### config.mk
export PLATFORM = sky130hd
export DESIGN_NAME = iars_ctrl
export DESIGN_NICKNAME = d
export VERILOG_FILES = /design/src/rtl/iars_pkg.sv /design/src/rtl/iars_ctrl.sv
export SDC_FILE = /design/constraint.sdc
export NUM_CORES = 1
export LEC_CHECK = 0
export ABC_CLOCK_PERIOD_IN_PS = 4450
export BUFFER_PORTS_ARGS = -buffer_cell sky130_fd_sc_hd__buf_2
export CAP_MARGIN = 20
export CORE_AREA = 2 2 56 58
export CTS_CLUSTER_DIAMETER = 60
export DETAILED_ROUTE_END_ITERATION = 6
export DIE_AREA = 0 0 58 60
export PLACE_DENSITY_LB_ADDON = 0.12
export SYNTH_ARGS = -nofsm -noshare
export SYNTH_HDL_FRONTEND = slang
export SYNTH_SLANG_ARGS = --single-unit
### constraint.sdc
create_clock -name clk_i -period 4.45 [get_ports clk_i]
set_input_delay 0.89 -clock clk_i [delete_from_list [all_inputs] [get_ports clk_i]]
set_output_delay 0.89 -clock clk_i [all_outputs]
set_load 0.02 [all_outputs]
### src/rtl/iars_pkg.sv
// ----------------------------------------------------------------------------
// Auto-range select package
// Shared types, constants and helper functions of the auto-range sequencer.
// ----------------------------------------------------------------------------
package iars_pkg;

  localparam int FRAC_BITS = 16;

  localparam int DIV_N_W     = 96;
  localparam int DIV_D_W     = 64;
  localparam int DIV_STEPS   = 96;
  localparam int DIV_CNT_W   = $clog2(DIV_STEPS);

  localparam logic [11:0] CTRL_KEEP_PATH  = 12'hE1F;
  localparam logic [11:0] CTRL_KEEP_RANGE = 12'hEE3;
  localparam logic [11:0] CTRL_ADD_VX     = 12'd64;
  localparam logic [11:0] CTRL_ADD_LP     = 12'd32;
  localparam logic [11:0] CTRL_BITS_500   = 12'd0;
  localparam logic [11:0] CTRL_BITS_5K    = 12'd4;
  localparam logic [11:0] CTRL_BITS_50K   = 12'd8;

  localparam logic [15:0] RANGE_500   = 16'd500;
  localparam logic [15:0] RANGE_5K    = 16'd5000;
  localparam logic [15:0] RANGE_50K   = 16'd50000;

  localparam logic [31:0] STRAY_RESET = 32'd1000000;

  localparam logic [63:0]  ONE_SQ   = 64'd1 << (2 * FRAC_BITS);
  localparam logic [63:0]  S_BIG    = ONE_SQ * 64'd100;
  localparam logic [63:0]  S_TENTH  = ONE_SQ / 64'd100;
  localparam logic [127:0] DRIVE_THR = 128'd8100 << (4 * FRAC_BITS);

  typedef enum logic [1:0] {
    REG_FREQ_MIXED    = 2'd0,
    REG_MEASURE_TERM  = 2'd1,
    REG_STRAY_IMP     = 2'd2
  } reg_idx_e;

  typedef enum logic [1:0] {
    MT_DEVICE    = 2'd0,
    MT_REFERENCE = 2'd1,
    MT_STRAY     = 2'd2
  } meas_term_e;

  typedef enum logic [1:0] {
    PH_MEASURE = 2'd0,
    PH_BALANCE = 2'd1,
    PH_STRAY   = 2'd2
  } phase_e;

  typedef enum logic [1:0] {
    STEP_VX = 2'd0,
    STEP_LP = 2'd1,
    STEP_VR = 2'd2
  } step_e;

  typedef enum logic [5:0] {
    OP_NONE, OP_LOAD_VX, OP_LOAD_LP, OP_LOAD_VR, OP_DIFF,
    OP_EE, OP_FF, OP_XE, OP_YF, OP_YE, OP_XF, OP_WMY, OP_DERR,
    OP_DIVX, OP_SETRX, OP_DIVY, OP_SETRY,
    OP_RX2, OP_RY2, OP_RR, OP_ZZ, OP_MLO, OP_MHI, OP_WNUM, OP_DIVS, OP_SETS,
    OP_R500, OP_R5K, OP_R50K, OP_REDUCE,
    OP_VR, OP_VI, OP_WV2, OP_PLL, OP_PLH, OP_PHL, OP_PHH, OP_WHH, OP_SETV4,
    OP_EMIT
  } op_e;

  typedef enum logic [5:0] {
    ST_IDLE, ST_DIFF, ST_EE, ST_FF, ST_XE, ST_YF, ST_YE, ST_XF, ST_WMY, ST_CHK,
    ST_DIVX, ST_WX, ST_DIVY, ST_WY,
    ST_RX2, ST_RY2, ST_RR, ST_ZZ, ST_MLO, ST_MHI, ST_WNUM, ST_DIVS, ST_WS, ST_CMP,
    ST_VR, ST_VI, ST_WV2, ST_PLL, ST_PLH, ST_PHL, ST_PHH, ST_WHH, ST_V4, ST_CMP2,
    ST_EMIT
  } state_e;

  typedef struct packed {
    op_e  op;
    logic pass;
  } cmd_t;

  typedef struct packed {
    logic den_zero;
    logic div_done;
    logic s_gt_big;
    logic s_gt_one;
    logic s_gt_tenth;
    logic s_nz;
    logic acc_gt_thr;
  } sts_t;

  function automatic logic signed [31:0] neg_sat32(input logic signed [31:0] v);
    logic signed [32:0] n;
    n = -{v[31], v};
    return (n[32] != n[31]) ? 32'sh7FFF_FFFF : n[31:0];
  endfunction

  function automatic logic signed [31:0] sat33(input logic signed [32:0] v);
    logic signed [31:0] r;
    if (v[32] != v[31]) begin
      r = v[32] ? 32'sh8000_0000 : 32'sh7FFF_FFFF;
    end else begin
      r = v[31:0];
    end
    return r;
  endfunction

  function automatic logic signed [31:0] sat_ratio(input logic [63:0] q, input logic ovf,
                                                   input logic neg);
    logic signed [31:0] r;
    logic               big;
    big = ovf || (q[63:31] != 33'd0);
    if (neg) begin
      r = big ? 32'sh8000_0000 : -q[31:0];
    end else begin
      r = big ? 32'sh7FFF_FFFF : q[31:0];
    end
    return r;
  endfunction

endpackage

### src/rtl/iars_ctrl.sv
// ----------------------------------------------------------------------------
// Auto-range controller
// Step sequencer and operation scheduler driving the datapath.
// ----------------------------------------------------------------------------
module iars_ctrl (
  input  logic           clk_i,
  input  logic           rst_ni,
  input  logic           in_valid_i,
  output logic           in_ready_o,
  output logic           out_valid_o,
  input  logic           out_ready_i,
  output iars_pkg::cmd_t cmd_o,
  input  iars_pkg::sts_t sts_i
);

  iars_pkg::state_e state_q, state_d;
  iars_pkg::step_e  step_q, step_d;
  logic             pass_q, pass_d;
  logic             out_valid_q, out_valid_d;

  always_ff @(posedge clk_i or negedge rst_ni) begin
    if (!rst_ni) begin
      state_q     <= iars_pkg::ST_IDLE;
      step_q      <= iars_pkg::STEP_VX;
      pass_q      <= 1'b0;
      out_valid_q <= 1'b0;
    end else begin
      state_q     <= state_d;
      step_q      <= step_d;
      pass_q      <= pass_d;
      out_valid_q <= out_valid_d;
    end
  end

  always_comb begin
    state_d     = state_q;
    step_d      = step_q;
    pass_d      = pass_q;
    out_valid_d = out_valid_q & ~out_ready_i;
    in_ready_o  = 1'b0;
    cmd_o.op    = iars_pkg::OP_NONE;
    cmd_o.pass  = pass_q;
    case (state_q)
      iars_pkg::ST_IDLE: begin
        in_ready_o = 1'b1;
        if (in_valid_i) begin
          case (step_q)
            iars_pkg::STEP_VX: begin
              cmd_o.op = iars_pkg::OP_LOAD_VX;
              step_d   = iars_pkg::STEP_LP;
              state_d  = iars_pkg::ST_EMIT;
            end
            iars_pkg::STEP_LP: begin
              cmd_o.op = iars_pkg::OP_LOAD_LP;
              step_d   = iars_pkg::STEP_VR;
              state_d  = iars_pkg::ST_EMIT;
            end
            default: begin
              cmd_o.op = iars_pkg::OP_LOAD_VR;
              step_d   = iars_pkg::STEP_VX;
              state_d  = iars_pkg::ST_DIFF;
            end
          endcase
        end
      end
      iars_pkg::ST_DIFF: begin cmd_o.op = iars_pkg::OP_DIFF; state_d = iars_pkg::ST_EE; end
      iars_pkg::ST_EE:   begin cmd_o.op = iars_pkg::OP_EE;   state_d = iars_pkg::ST_FF; end
      iars_pkg::ST_FF:   begin cmd_o.op = iars_pkg::OP_FF;   state_d = iars_pkg::ST_XE; end
      iars_pkg::ST_XE:   begin cmd_o.op = iars_pkg::OP_XE;   state_d = iars_pkg::ST_YF; end
      iars_pkg::ST_YF:   begin cmd_o.op = iars_pkg::OP_YF;   state_d = iars_pkg::ST_YE; end
      iars_pkg::ST_YE:   begin cmd_o.op = iars_pkg::OP_YE;   state_d = iars_pkg::ST_XF; end
      iars_pkg::ST_XF:   begin cmd_o.op = iars_pkg::OP_XF;   state_d = iars_pkg::ST_WMY; end
      iars_pkg::ST_WMY:  begin cmd_o.op = iars_pkg::OP_WMY;  state_d = iars_pkg::ST_CHK; end
      iars_pkg::ST_CHK: begin
        if (sts_i.den_zero) begin
          cmd_o.op = iars_pkg::OP_DERR;
          state_d  = iars_pkg::ST_EMIT;
        end else begin
          state_d  = iars_pkg::ST_DIVX;
        end
      end
      iars_pkg::ST_DIVX: begin cmd_o.op = iars_pkg::OP_DIVX; state_d = iars_pkg::ST_WX; end
      iars_pkg::ST_WX: begin
        if (sts_i.div_done) begin
          cmd_o.op = iars_pkg::OP_SETRX;
          state_d  = iars_pkg::ST_DIVY;
        end
      end
      iars_pkg::ST_DIVY: begin cmd_o.op = iars_pkg::OP_DIVY; state_d = iars_pkg::ST_WY; end
      iars_pkg::ST_WY: begin
        if (sts_i.div_done) begin
          cmd_o.op = iars_pkg::OP_SETRY;
          state_d  = iars_pkg::ST_RX2;
        end
      end
      iars_pkg::ST_RX2:  begin cmd_o.op = iars_pkg::OP_RX2;  state_d = iars_pkg::ST_RY2; end
      iars_pkg::ST_RY2:  begin cmd_o.op = iars_pkg::OP_RY2;  state_d = iars_pkg::ST_RR; end
      iars_pkg::ST_RR:   begin cmd_o.op = iars_pkg::OP_RR;   state_d = iars_pkg::ST_ZZ; end
      iars_pkg::ST_ZZ:   begin cmd_o.op = iars_pkg::OP_ZZ;   state_d = iars_pkg::ST_MLO; end
      iars_pkg::ST_MLO:  begin cmd_o.op = iars_pkg::OP_MLO;  state_d = iars_pkg::ST_MHI; end
      iars_pkg::ST_MHI:  begin cmd_o.op = iars_pkg::OP_MHI;  state_d = iars_pkg::ST_WNUM; end
      iars_pkg::ST_WNUM: begin cmd_o.op = iars_pkg::OP_WNUM; state_d = iars_pkg::ST_DIVS; end
      iars_pkg::ST_DIVS: begin cmd_o.op = iars_pkg::OP_DIVS; state_d = iars_pkg::ST_WS; end
      iars_pkg::ST_WS: begin
        if (sts_i.div_done) begin
          cmd_o.op = iars_pkg::OP_SETS;
          state_d  = iars_pkg::ST_CMP;
        end
      end
      iars_pkg::ST_CMP: begin
        state_d = iars_pkg::ST_EMIT;
        if (sts_i.s_gt_big) begin
          pass_d  = 1'b0;
          state_d = iars_pkg::ST_VR;
        end else if (sts_i.s_gt_one) begin
          cmd_o.op = iars_pkg::OP_R500;
        end else if (sts_i.s_gt_tenth) begin
          cmd_o.op = iars_pkg::OP_R5K;
        end else if (sts_i.s_nz) begin
          cmd_o.op = iars_pkg::OP_R50K;
        end
      end
      iars_pkg::ST_VR:   begin cmd_o.op = iars_pkg::OP_VR;   state_d = iars_pkg::ST_VI; end
      iars_pkg::ST_VI:   begin cmd_o.op = iars_pkg::OP_VI;   state_d = iars_pkg::ST_WV2; end
      iars_pkg::ST_WV2:  begin cmd_o.op = iars_pkg::OP_WV2;  state_d = iars_pkg::ST_PLL; end
      iars_pkg::ST_PLL:  begin cmd_o.op = iars_pkg::OP_PLL;  state_d = iars_pkg::ST_PLH; end
      iars_pkg::ST_PLH:  begin cmd_o.op = iars_pkg::OP_PLH;  state_d = iars_pkg::ST_PHL; end
      iars_pkg::ST_PHL:  begin cmd_o.op = iars_pkg::OP_PHL;  state_d = iars_pkg::ST_PHH; end
      iars_pkg::ST_PHH:  begin cmd_o.op = iars_pkg::OP_PHH;  state_d = iars_pkg::ST_WHH; end
      iars_pkg::ST_WHH: begin
        cmd_o.op = iars_pkg::OP_WHH;
        state_d  = pass_q ? iars_pkg::ST_CMP2 : iars_pkg::ST_V4;
      end
      iars_pkg::ST_V4: begin
        cmd_o.op = iars_pkg::OP_SETV4;
        pass_d   = 1'b1;
        state_d  = iars_pkg::ST_PLL;
      end
      iars_pkg::ST_CMP2: begin
        cmd_o.op = sts_i.acc_gt_thr ? iars_pkg::OP_REDUCE : iars_pkg::OP_R500;
        state_d  = iars_pkg::ST_EMIT;
      end
      iars_pkg::ST_EMIT: begin
        if (!out_valid_q || out_ready_i) begin
          cmd_o.op    = iars_pkg::OP_EMIT;
          out_valid_d = 1'b1;
          state_d     = iars_pkg::ST_IDLE;
        end
      end
      default: begin
        state_d = iars_pkg::ST_IDLE;
      end
    endcase
  end

  assign out_valid_o = out_valid_q;

  a_accept_leaves_idle: assert property (@(posedge clk_i) disable iff (!rst_ni)
    (in_valid_i && in_ready_o) |=> (state_q != iars_pkg::ST_IDLE))
    else $error("accepted item did not start work");

  a_emit_waits: assert property (@(posedge clk_i) disable iff (!rst_ni)
    (state_q == iars_pkg::ST_EMIT && out_valid_q && !out_ready_i)
      |=> (state_q == iars_pkg::ST_EMIT))
    else $error("result emitted over an untaken result");

  a_emit_sets_valid: assert property (@(posedge clk_i) disable iff (!rst_ni)
    (cmd_o.op == iars_pkg::OP_EMIT) |=> out_valid_q)
    else $error("emitted result not shown as valid");

endmodule
== Yosys cells after proc, flatten, opt, wreduce, memory -nomap -nowiden ==
Index checks and enable logic that the tools add are counted.
Widths: inputs -> output; s select.

* RAM bits: 0
* Output and inout port bits: 9
* Memories kept: 0
* Bits in latches: 0
* Bits of input ports: 11
* ROM bits: 0
* Register bits after elaboration: 10
* Logic and storage cells: 86

* Order comparisons: 0
* Reductions and logical operators: 10
* Multiplexer cells: 29
* Equal/unequal tests: 41
* Bitwise logic cells: 2
* Add/sub/neg operators: 0
* Multiply operators: 0
* Div/mod/pow operators: 0
* Shift operators: 0

{| class="wikitable"
|+ Operators by type and width
! operator !! count
|-
| $pmux 6 s35 || 1
|-
| $pmux 6 s34 || 1
|-
| $eq 6x5->1 const B || 16
|-
| $mux 6 || 9
|-
| $eq 6x4->1 const B || 8
|-
| $mux 5 || 6
|-
| $eq 6x3->1 const B || 4
|-
| $eq 6x6->1 const B || 3
|-
| $eq 6x2->1 const B || 2
|-
| $ne 2x2->1 const B || 6
|-
| $mux 4 || 2
|-
| $pmux 2 s2 || 2
|-
| $eq 6x1->1 const B || 1
|-
| $logic_not 6->1 || 1
|-
| $mux 1 || 5
|-
| $reduce_and 5->1 || 1
|-
| $reduce_and 2->1 || 2
|-
| $reduce_or 2->1 || 2
|-
| $mux 3 || 1
|-
| $eq 2x1->1 const B || 1
|-
| $logic_not 2->1 || 1
|-
| $mux 2 || 1
|-
| $pmux 1 s2 || 1
|-
| $reduce_bool 2->1 || 1
|-
| 4 further kinds || 4
|}

== Depth between registers and ports, before layout ==
Gate-level depths: netlist (run 1).

* Depth after elaboration: 5
* Depth in mapped cells: 7
* Gate-level depth less buffers: 6

== Least setup slack after synthesis (run 1) ==
No wires, ideal clock.

* Path kind: input port to output port
* From: input port sts_i[4] in the netlist's numbering
* To: output port cmd_o[3] in the netlist's numbering
* Arrival: 1.804 ns
* Data required time: 3.560 ns
* Path slack: 1.756 ns
* Cell stages on the path: 4
* Path buffers: 0
* Cell sequence: or3_4 -> nor4b_1 -> a31oi_1 -> nand3_1

{| class="wikitable"
|+ RTL lines
! what !! line !! text
|-
| start, declared || iars_ctrl.sv:13 || <nowiki>input iars_pkg::sts_t sts_i</nowiki>
|-
| end, declared || iars_ctrl.sv:12 || <nowiki>output iars_pkg::cmd_t cmd_o,</nowiki>
|}

==> results by group, run 1 <==
Clock tree
  – Clock Pin Slew Worst Setup and Hold Paths: 0.07 ns
  – CTS Sinks: 10
  – Resized cells post-CTS: 0
  – H-tree Lvls: 1
  – Clk buf depth: 2
  – Clock Root Buffer: clkbuf_4
  – Post-CTS setup buffers: 0
  – CTS buffer count: 3
  – Skew-Pair Late Insertion Delay: 0.27 ns
  – CTS tree: built
  – Hold buffer count at CTS: 0

Die
  – Core ar.: 2900 µm²
  – DIE WIDTH: between 50 and 60 µm
  – Die Y: 60 µm
  – Num rows: 20
  – Initial core utilization: 42.9%
  – IO Pins: 20
  – Die ar.: about 3500 µm²

Run status
  – Outcome: finished clean

Pwr
  – Internal power: 0.426 mW
  – Maximum VDD drop: 0.347 mV
  – Net Sw Power: 0.523 mW
  – Comb power frac: 61.3%
  – Leakage power: 0.518 nW
  – Pwr per Cell Area: slightly above 700 nW/µm²
  – Clock group share of total power: about 8.6%
  – Seq pwr share: 30.2%
  – Sw Share: 55.1%

Synth
  – Syn Inst Count: 163
  – Yosys top cell by area: dfrtp_1
  – Seq/Total Area, Yosys: 20.1%
  – Mean area per synthesized cell: 7.64 µm²
  – Post-synthesis cell area: between 1000 and 1500 µm²
  – Syn nets: approximately 170
  – Post-synth cell types: 58
  – Yosys reg bits: 10
  – Area share of the largest cell type after synthesis: 20.1%
  – Top_reg_cell synth: dfrtp_1
  – Synth area leaders: dfrtp_1 (20%), nand2_1 (5.7%), a21oi_1 (5.6%), o21ai_0 (4.0%), nor2_1 (3.6%)
  – FFs w/ async S/R, synth: 100%
  – Post-synth EDFFs: 0
  – Yosys Warn Count: 0

Drt
  – Drc violations: 0
  – WL final: 3630 µm
  – Met2 WL: 1740 µm
  – Via count: 1306
  – Max layer used: met4
  – Initial detailed-routing violation count: 75
  – Routed length per placed instance: between 15 and 20 µm
  – Antenna viol nets, final: 0
  – Met3 Wirelength: between 200 and 300 µm
  – Via density: 6.40
  – Pre-antenna DRT Iters: 4
  – Routed met1 length: 1560 µm

Placement
  – I/O Buffers: 19
  – RePlAce Congestion: roughly 0.86
  – Detailed Place HPWL: 2630 µm
  – Placed cell area: ~1300 µm²
  – Dpl cells: 200

Critical path
  – Worst flop-to-flop path startpoint: state_q[3]
  – Crit Path Category: reg -> out
  – Worst Setup Start Kind: flip-flop
  – CP Capture Type: output pin
  – R2R depth: 5
  – Worst Path Arrival: 2.58 ns
  – Crit path max fanout: 23
  – Critical path data required time: 3.56 ns
  – Reg-to-reg critical path endpoint: state_q[5]
  – Internal reg-to-reg setup slack: 2.07 ns

STA
  – Crit share post-route: between 70% and 80%
  – Worst hold slack: 0.475 ns
  – Pins Over Slew Limit: 0
  – Fmax achieved: between 200 and 300 MHz
  – RSZ-0062 raised after global routing: false
  – Slew headroom: 36.4%
  – Count of final setup violators: 0
  – Least-Margin Pin Slew: 0.954 ns
  – Clock Skew: 0.00480 ns
  – Final min period: ~3.5 ns
  – Setup TNS: 0 ns
  – Final Hold Viols: 0

Cells and area
  – Synth-to-Final Area Change: 5.83%
  – Layout cell share with drive strength beyond 1: 21.6%
  – N_diodes: 0
  – Non-Filler Instances: about 200
  – Post-Layout Inst Area: 1320 µm²
  – NumNets Final: 183

Global routing
  – Largest net degree at the start of global routing: 29
  – Initial antenna violation count: 0
  – First-pass GRT wire length: 5900 µm
  – Vias in the first global route: 1209
  – Gr ovfl total: 0
  – GRT Util Overall: 22.0%

Hold path
  – HP Class: in -> async

Job
  – Max cap viols: 0
[critical path, cell delays in order (launching register included)]
cell and delay (ns):
dfrtp_1 0.83, nand2_1 0.35, or3_4 0.48, nor4b_1 0.30, a31oi_1 0.07, nand3_1 0.13
buf_2 0.16
[registers in the layout (all words and copies together), names as in the netlist]
| register | count |
|---|---|
| state_q | 6 |
| pass_q | 1 |
| out_valid_o | 1 |
| step_q | 2 |
[area by class of cell]
type                    instances  area, µm²
multi-input cells             133        876
flip-flops and latches         10        250
well taps                      33       41.3
clock buffers                   4       36.3
inverters                       5       18.8
fillers                       310       1590
repair buffers                 19       95.1
[kinds of logic after synthesis]
family                    synth area share (%)
DFF                                       20.1
AOI/OAI and AO/OA                         30.0
xor gates and xnor gates                  1.41
buffers and inverters                     9.55
and+or+nand+nor                           34.7
muxes                                     4.32
[worst max path at each step]
stage                     from  endpoint  slack (ns)  cells past startpoint
detailed placement  state_q[1]  cmd_o[3]        1.31                      6
finish              state_q[1]  cmd_o[3]        0.98                      6
global route        state_q[1]  cmd_o[3]        0.82                      6
CTS                 state_q[1]  cmd_o[3]        1.00                      6
floorplan             sts_i[4]  cmd_o[3]        1.76                      4
global placement    state_q[1]  cmd_o[3]        1.37                      6
[power groups by stage]
stage               sequential [mW]  clock, mW  combinational [mW]
finish                        0.286     0.0813               0.581
global route                  0.300     0.0892               0.637
CTS                           0.283     0.0836               0.579
detailed placement            0.285          0               0.575
global placement              0.282          0               0.579
floorplan                     0.152          0               0.589
[per-stage QoR]
step	util, %	power (mW)	setup WS (ns)
3_3_place_gp	44.1	0.861	1.37
6_report	45.4	0.949	0.979
3_5_place_dp	44.1	0.860	1.31
2_1_floorplan	-	0.741	1.76
4_1_cts	45.4	0.946	1.00
5_1_grt	45.4	1.03	0.818
[layout by cell type (no fill, tap or decap), types with 2 or more instances in the layout]
cell / n
nand2_1: 19
buf_2: 19
a21oi_1: 14
nor2_1: 12
o21ai_0: 10
dfrtp_1: 10
nand3_1: 7
nand2b_1: 6
nor3_1: 6
inv_1: 5
a31oi_1: 5
nor2b_1: 3
nor3b_1: 3
clkbuf_4: 3
a22oi_1: 2
mux2i_1: 2
a22o_1: 2
a211oi_1: 2
o22ai_1: 2
mux2_2: 2
[synthesized netlist by cell type, types with 2 or more instances]
master	instances
buf_6	3
mux2_2	2
inv_1	5
dfrtp_1	10
nor2_1	12
nor3_1	6
nand3_1	7
nand2b_1	6
o21ai_0	10
a211oi_1	2
a31oi_1	5
a21oi_1	14
nor3b_1	3
nor2b_1	3
o22ai_1	2
buf_4	3
a22o_1	2
a22oi_1	2
mux2i_1	2
buf_2	8
nand2_1	19
[layer usage]
metal / vias to the layer above / GRT usage (%)
met4: 0 / 4.32
met3: 6 / 5.41
met1: 621 / 30.0
met2: 56 / 35.6
li1: 623 / -
met5: - / 0
(Power assumes the default switching activity.)
==> run 2, diff against run 1 <==
Settings changed: ABC_CLOCK_PERIOD_IN_PS 4450 to 3600.
Clock period 4.45 ns to 3.6 ns, I/O delays scaled along.
==> results by group, run 2 (synthesis gave the netlist of run 1 again) <==
Run status
  – Outcome: finished clean

Global routing
  – First-pass GRT wire length: 5900 µm
  – Largest net degree at the start of global routing: 26
  – GRT Util Overall: 22.0%
  – Gr ovfl total: 0
  – Initial antenna violation count: 0
  – Vias in the first global route: 1220

Cells and area
  – Non-Filler Instances: roughly 210
  – Post-Layout Inst Area: 1350 µm²
  – NumNets Final: roughly 190
  – Fillers: 298
  – FF+latch area: ~250 µm²
  – Layout cell share with drive strength beyond 1: 23.4%
  – Biggest register: state_q
  – Top flop regs: state_q x6, step_q x2
  – Max reg flops: 6
  – Multi-input logic area: between 800 and 900 µm²
  – N_diodes: 0
  – Commonest cells after routing, fill and taps aside: nand2_1 (19), buf_2 (19), a21oi_1 (14), nor2_1 (12)
  – Synth-to-Final Area Change: 8.24%
  – Fin util: 46.4%

STA
  – Pins Over Slew Limit: 0
  – Final min period: between 3 and 4 ns
  – Slew headroom: 54.1%
  – RSZ-0062 raised after global routing: false
  – Least-Margin Pin Slew: 0.689 ns
  – Crit share post-route: about 87%
  – Setup TNS: 0 ns
  – Clock Skew: 0.00167 ns
  – Final Hold Viols: 0
  – Fmax achieved: 318 MHz
  – Count of final setup violators: 0

Critical path
  – CP Capture Type: output pin
  – Worst Path Arrival: 2.42 ns
  – CP max stage cell: dfrtp_1
  – Crit Path Category: reg -> out
  – Critical path's largest stage delay: ~0.79 ns
  – Worst Setup Start Kind: flip-flop
  – Critical path data required time: 2.88 ns
  – Worst path cell trace: nand4bb_1, or3_4, nor4b_1, a31oi_1, nand3_1, buf_2
  – Crit path max fanout: 19

Placement
  – I/O Buffers: 19
  – Placed cell area: approximately 1300 µm²
  – RePlAce Congestion: 0.846
  – Detailed Place HPWL: between 2000 and 3000 µm
  – Dpl cells: approximately 200

Drt
  – Pre-antenna DRT Iters: 4
  – WL final: 3500 µm
  – Via density: around 6.3
  – Initial detailed-routing violation count: 44
  – Routed length per placed instance: ~17 µm
  – Antenna viol nets, final: 0
  – Drc violations: 0
  – Via count: 1306

Die
  – DIE WIDTH: 58 µm
  – IO Pins: 20
  – Die Y: 60 µm
  – Initial core utilization: 42.9%
  – Die ar.: between 3000 and 4000 µm²
  – Num rows: 20
  – Core ar.: ~2900 µm²

Clock tree
  – Clock Pin Slew Worst Setup and Hold Paths: 0.07 ns
  – H-tree Lvls: 1
  – CTS tree: built
  – Clock Root Buffer: clkbuf_4
  – CTS buffer count: 3
  – Resized cells post-CTS: 0
  – Post-CTS setup buffers: 0
  – Skew-Pair Late Insertion Delay: approximately 0.26 ns
  – CTS Sinks: 10
  – Clk buf depth: 2
  – Hold buffer count at CTS: 0

Job
  – Max cap viols: 0

Pwr
  – Maximum VDD drop: 0.436 mV
  – Leakage power: 0.538 nW
  – Pwr per Cell Area: 894 nW/µm²

Hold path
  – HP Class: in -> async
==> run 2: cell count changes in the layout (fill, tap and decap cells not counted), sizes merged <==
cell  change
buf       +4
==> run 2: per-stage QoR <==
step,worst slack (ns),hold slack (ns),total power [mW]
2_1_floorplan,1.25,0.424,0.916
3_3_place_gp,0.872,0.517,1.10
4_1_cts,0.429,0.304,1.20
6_report,0.460,0.305,1.20
3_5_place_dp,0.762,0.529,1.09
5_1_grt,0.220,0.309,1.30
==> run 2: power by group <==
part           internal, mW  switching [mW]
clock                0.0614          0.0383
combinational         0.332           0.491
sequential            0.159           0.123
total                 0.552           0.652
==> run 2: final timing paths <==
| check | start | to | slack (ns) | cells after the start |
|---|---|---|---|---|
| hold reg to reg | step_q[0] | step_q[0] | 0.54 | 1 |
| hold / removal | rst_ni | state_q[1] | 0.31 | 1 |
| setup reg to reg | state_q[0] | state_q[0] | 1.38 | 5 |
| max in group asynchronous | rst_ni | step_q[0] | 3.10 | 1 |
| min in group clk_i | step_q[0] | step_q[0] | 0.54 | 1 |
| setup / recovery | state_q[4] | cmd_o[3] | 0.46 | 6 |
==> run 2: metal layers <==
metal	vias to the layer above	wire length, µm	global-route usage, %
li1	627	-	-
met1	619	1560	30.0
met2	56	1640	35.2
met3	4	253	5.63
met4	0	43	4.65
met5	-	0	0
==> run 2: area by class of cell <==
type	instances	area share, %
multi-input cells	133	65.0
flip-flops and latches	10	18.6
repair buffers	23	9.29
well taps	33	3.06
clock buffers	4	2.69
inverters	5	1.39
==> run 2: critical path: cells and delay by family, from the launching register on <==
kind / cells / cell delay (ns)
buf+inv: 1 / 0.16
flops: 1 / 0.79
compound gates: 1 / 0.08
simple gates: 4 / 1.12
==> run 3, diff against run 2 <==
==> constraint.sdc (replaced) <==
create_clock -name clk_i -period 3.6 [get_ports clk_i]
set_input_delay 0.9 -clock clk_i [delete_from_list [all_inputs] [get_ports clk_i]]
set_output_delay 0.9 -clock clk_i [all_outputs]
set_load 0.02 [all_outputs]
==> results by group, run 3 (synthesis gave the netlist of run 1 again) <==
STA
  – Slew headroom: 61.4%
  – Fmax achieved: 313 MHz
  – Crit share post-route: between 80% and 90%
  – Clock Skew: 0.000615 ns
  – Least-Margin Pin Slew: around 0.56 ns
  – Final min period: 3.19 ns
  – Count of final setup violators: 0
  – Final Hold Viols: 0
  – RSZ-0062 raised after global routing: false
  – Worst hold slack: roughly 0.49 ns
  – Pins Over Slew Limit: 0
  – Setup TNS: 0 ns

Pwr
  – Net Sw Power: 0.656 mW
  – Final total power: 1.19 mW
  – Maximum VDD drop: roughly 0.43 mV
  – Clock group share of total power: around 6.3%
  – Leakage power: 0.541 nW
  – Internal power: 0.536 mW
  – Seq pwr share: 22.7%
  – Comb power frac: 71.0%
  – Sw Share: 55.1%
  – Pwr per Cell Area: 884 nW/µm²

Die
  – Core ar.: 2900 µm²
  – Initial core utilization: 42.9%
  – DIE WIDTH: 58 µm
  – IO Pins: 20
  – Die Y: roughly 60 µm
  – Num rows: 20
  – Die ar.: roughly 3500 µm²

Critical path
  – Crit Path Category: reg -> out
  – Worst flop-to-flop path startpoint: state_q[2]
  – Worst Setup Start Kind: flip-flop
  – Crit path max fanout: 17
  – Worst Path Buf+Inv: 2
  – R2R depth: 7
  – Critical path's largest stage delay: 0.56 ns
  – Worst Path Arrival: 2.29 ns
  – CP Capture Type: output pin
  – Crit path from: state_q[0]
  – Critical path depth: 7
  – CP endpoint: cmd_o[2]
  – Critical path data required time: 2.70 ns
  – Worst path cell trace: nor2_1, nand3_2, inv_1, nand2_1, o221a_1, nand4b_1, buf_2
  – Reg-to-reg critical path endpoint: state_q[0]
  – Internal reg-to-reg setup slack: between 1 and 1.5 ns
  – Cell family with most CP delay: simple AND/OR/NAND/NOR gates
  – CP max stage cell: dfrtp_1

Cells and area
  – Biggest register: state_q
  – Commonest cells after routing, fill and taps aside: nand2_1 (19), buf_2 (19), a21oi_1 (14), nor2_1 (12)
  – Multi-input logic area: 876 µm²
  – Layout cell share with drive strength beyond 1: 23.9%
  – Top flop regs: state_q x6, step_q x2
  – Synth-to-Final Area Change: 8.34%
  – FF+latch area: 250 µm²
  – N_diodes: 0
  – NumNets Final: 189
  – Fillers: ~280
  – Max reg flops: 6
  – Non-Filler Instances: 209

Clock tree
  – Clk buf depth: 2
  – CTS Sinks: 10
  – CTS buffer count: 3
  – CTS tree: built
  – Resized cells post-CTS: 0
  – Skew-Pair Late Insertion Delay: 0.26 ns
  – Clock Root Buffer: clkbuf_4
  – Hold buffer count at CTS: 0
  – Clock Pin Slew Worst Setup and Hold Paths: 0.06 ns
  – Post-CTS setup buffers: 0
  – H-tree Lvls: 1

Hold path
  – HP Class: in -> async

Global routing
  – GRT Util Overall: 21.9%
  – Vias in the first global route: 1191
  – Initial antenna violation count: 0
  – First-pass GRT wire length: 5800 µm
  – Gr ovfl total: 0
  – Largest net degree at the start of global routing: 26

Drt
  – Drc violations: 0
  – Via count: 1325
  – Via density: 6.34
  – Routed length per placed instance: 17.2 µm
  – Pre-antenna DRT Iters: 5
  – WL final: 3600 µm
  – Initial detailed-routing violation count: 54
  – Antenna viol nets, final: 0

Job
  – Max cap viols: 0

Placement
  – I/O Buffers: 19
  – Dpl cells: between 200 and 250
  – RePlAce Congestion: about 0.92
  – Detailed Place HPWL: 2710 µm

Run status
  – Outcome: finished clean
-- run 3: power by group through the flow --
stage,Clock (mW),Sequential [mW],Combinational [mW]
6_report,0.0747,0.271,0.846
5_1_grt,0.0817,0.283,0.919
4_1_cts,0.0753,0.269,0.837
3_5_place_dp,0,0.271,0.834
3_3_place_gp,0,0.273,0.830
2_1_floorplan,0,0.188,0.728
-- run 3: final cells by class --
cell class              instances  area share [%]
inverters                       5            1.39
clock buffers                   3            1.67
multi-input cells             133            64.9
repair buffers                 25            10.4
well taps                      33            3.06
flip-flops and latches         10            18.6
-- run 3: how the worst min path moves through the flow --
stage	from	to
after floorplan	pass_q	pass_q
after detailed placement	pass_q	pass_q
after CTS	rst_ni	state_q[5]
final	rst_ni	state_q[0]
after global routing	rst_ni	state_q[5]
after global placement	step_q[0]	step_q[0]
-- run 3: routing by layer --
| metal | routed length, µm | up-vias | GRT usage (%) |
|---|---|---|---|
| li1 | - | 632 | - |
| met1 | 1460 | 608 | 30.0 |
| met2 | 1790 | 83 | 37.0 |
| met3 | 333 | 2 | 4.33 |
| met4 | 13 | 0 | 2.33 |
| met5 | 0 | - | 0 |
-- run 3: metrics by stage --
step	setup WS, ns	util, %	cell area (µm²)
floorplan	0.886	-	1240
global placement	0.659	45.7	1330
detailed placement	0.660	45.7	1330
CTS	0.408	46.5	1350
global route	0.262	46.5	1350
finish	0.409	46.5	1350
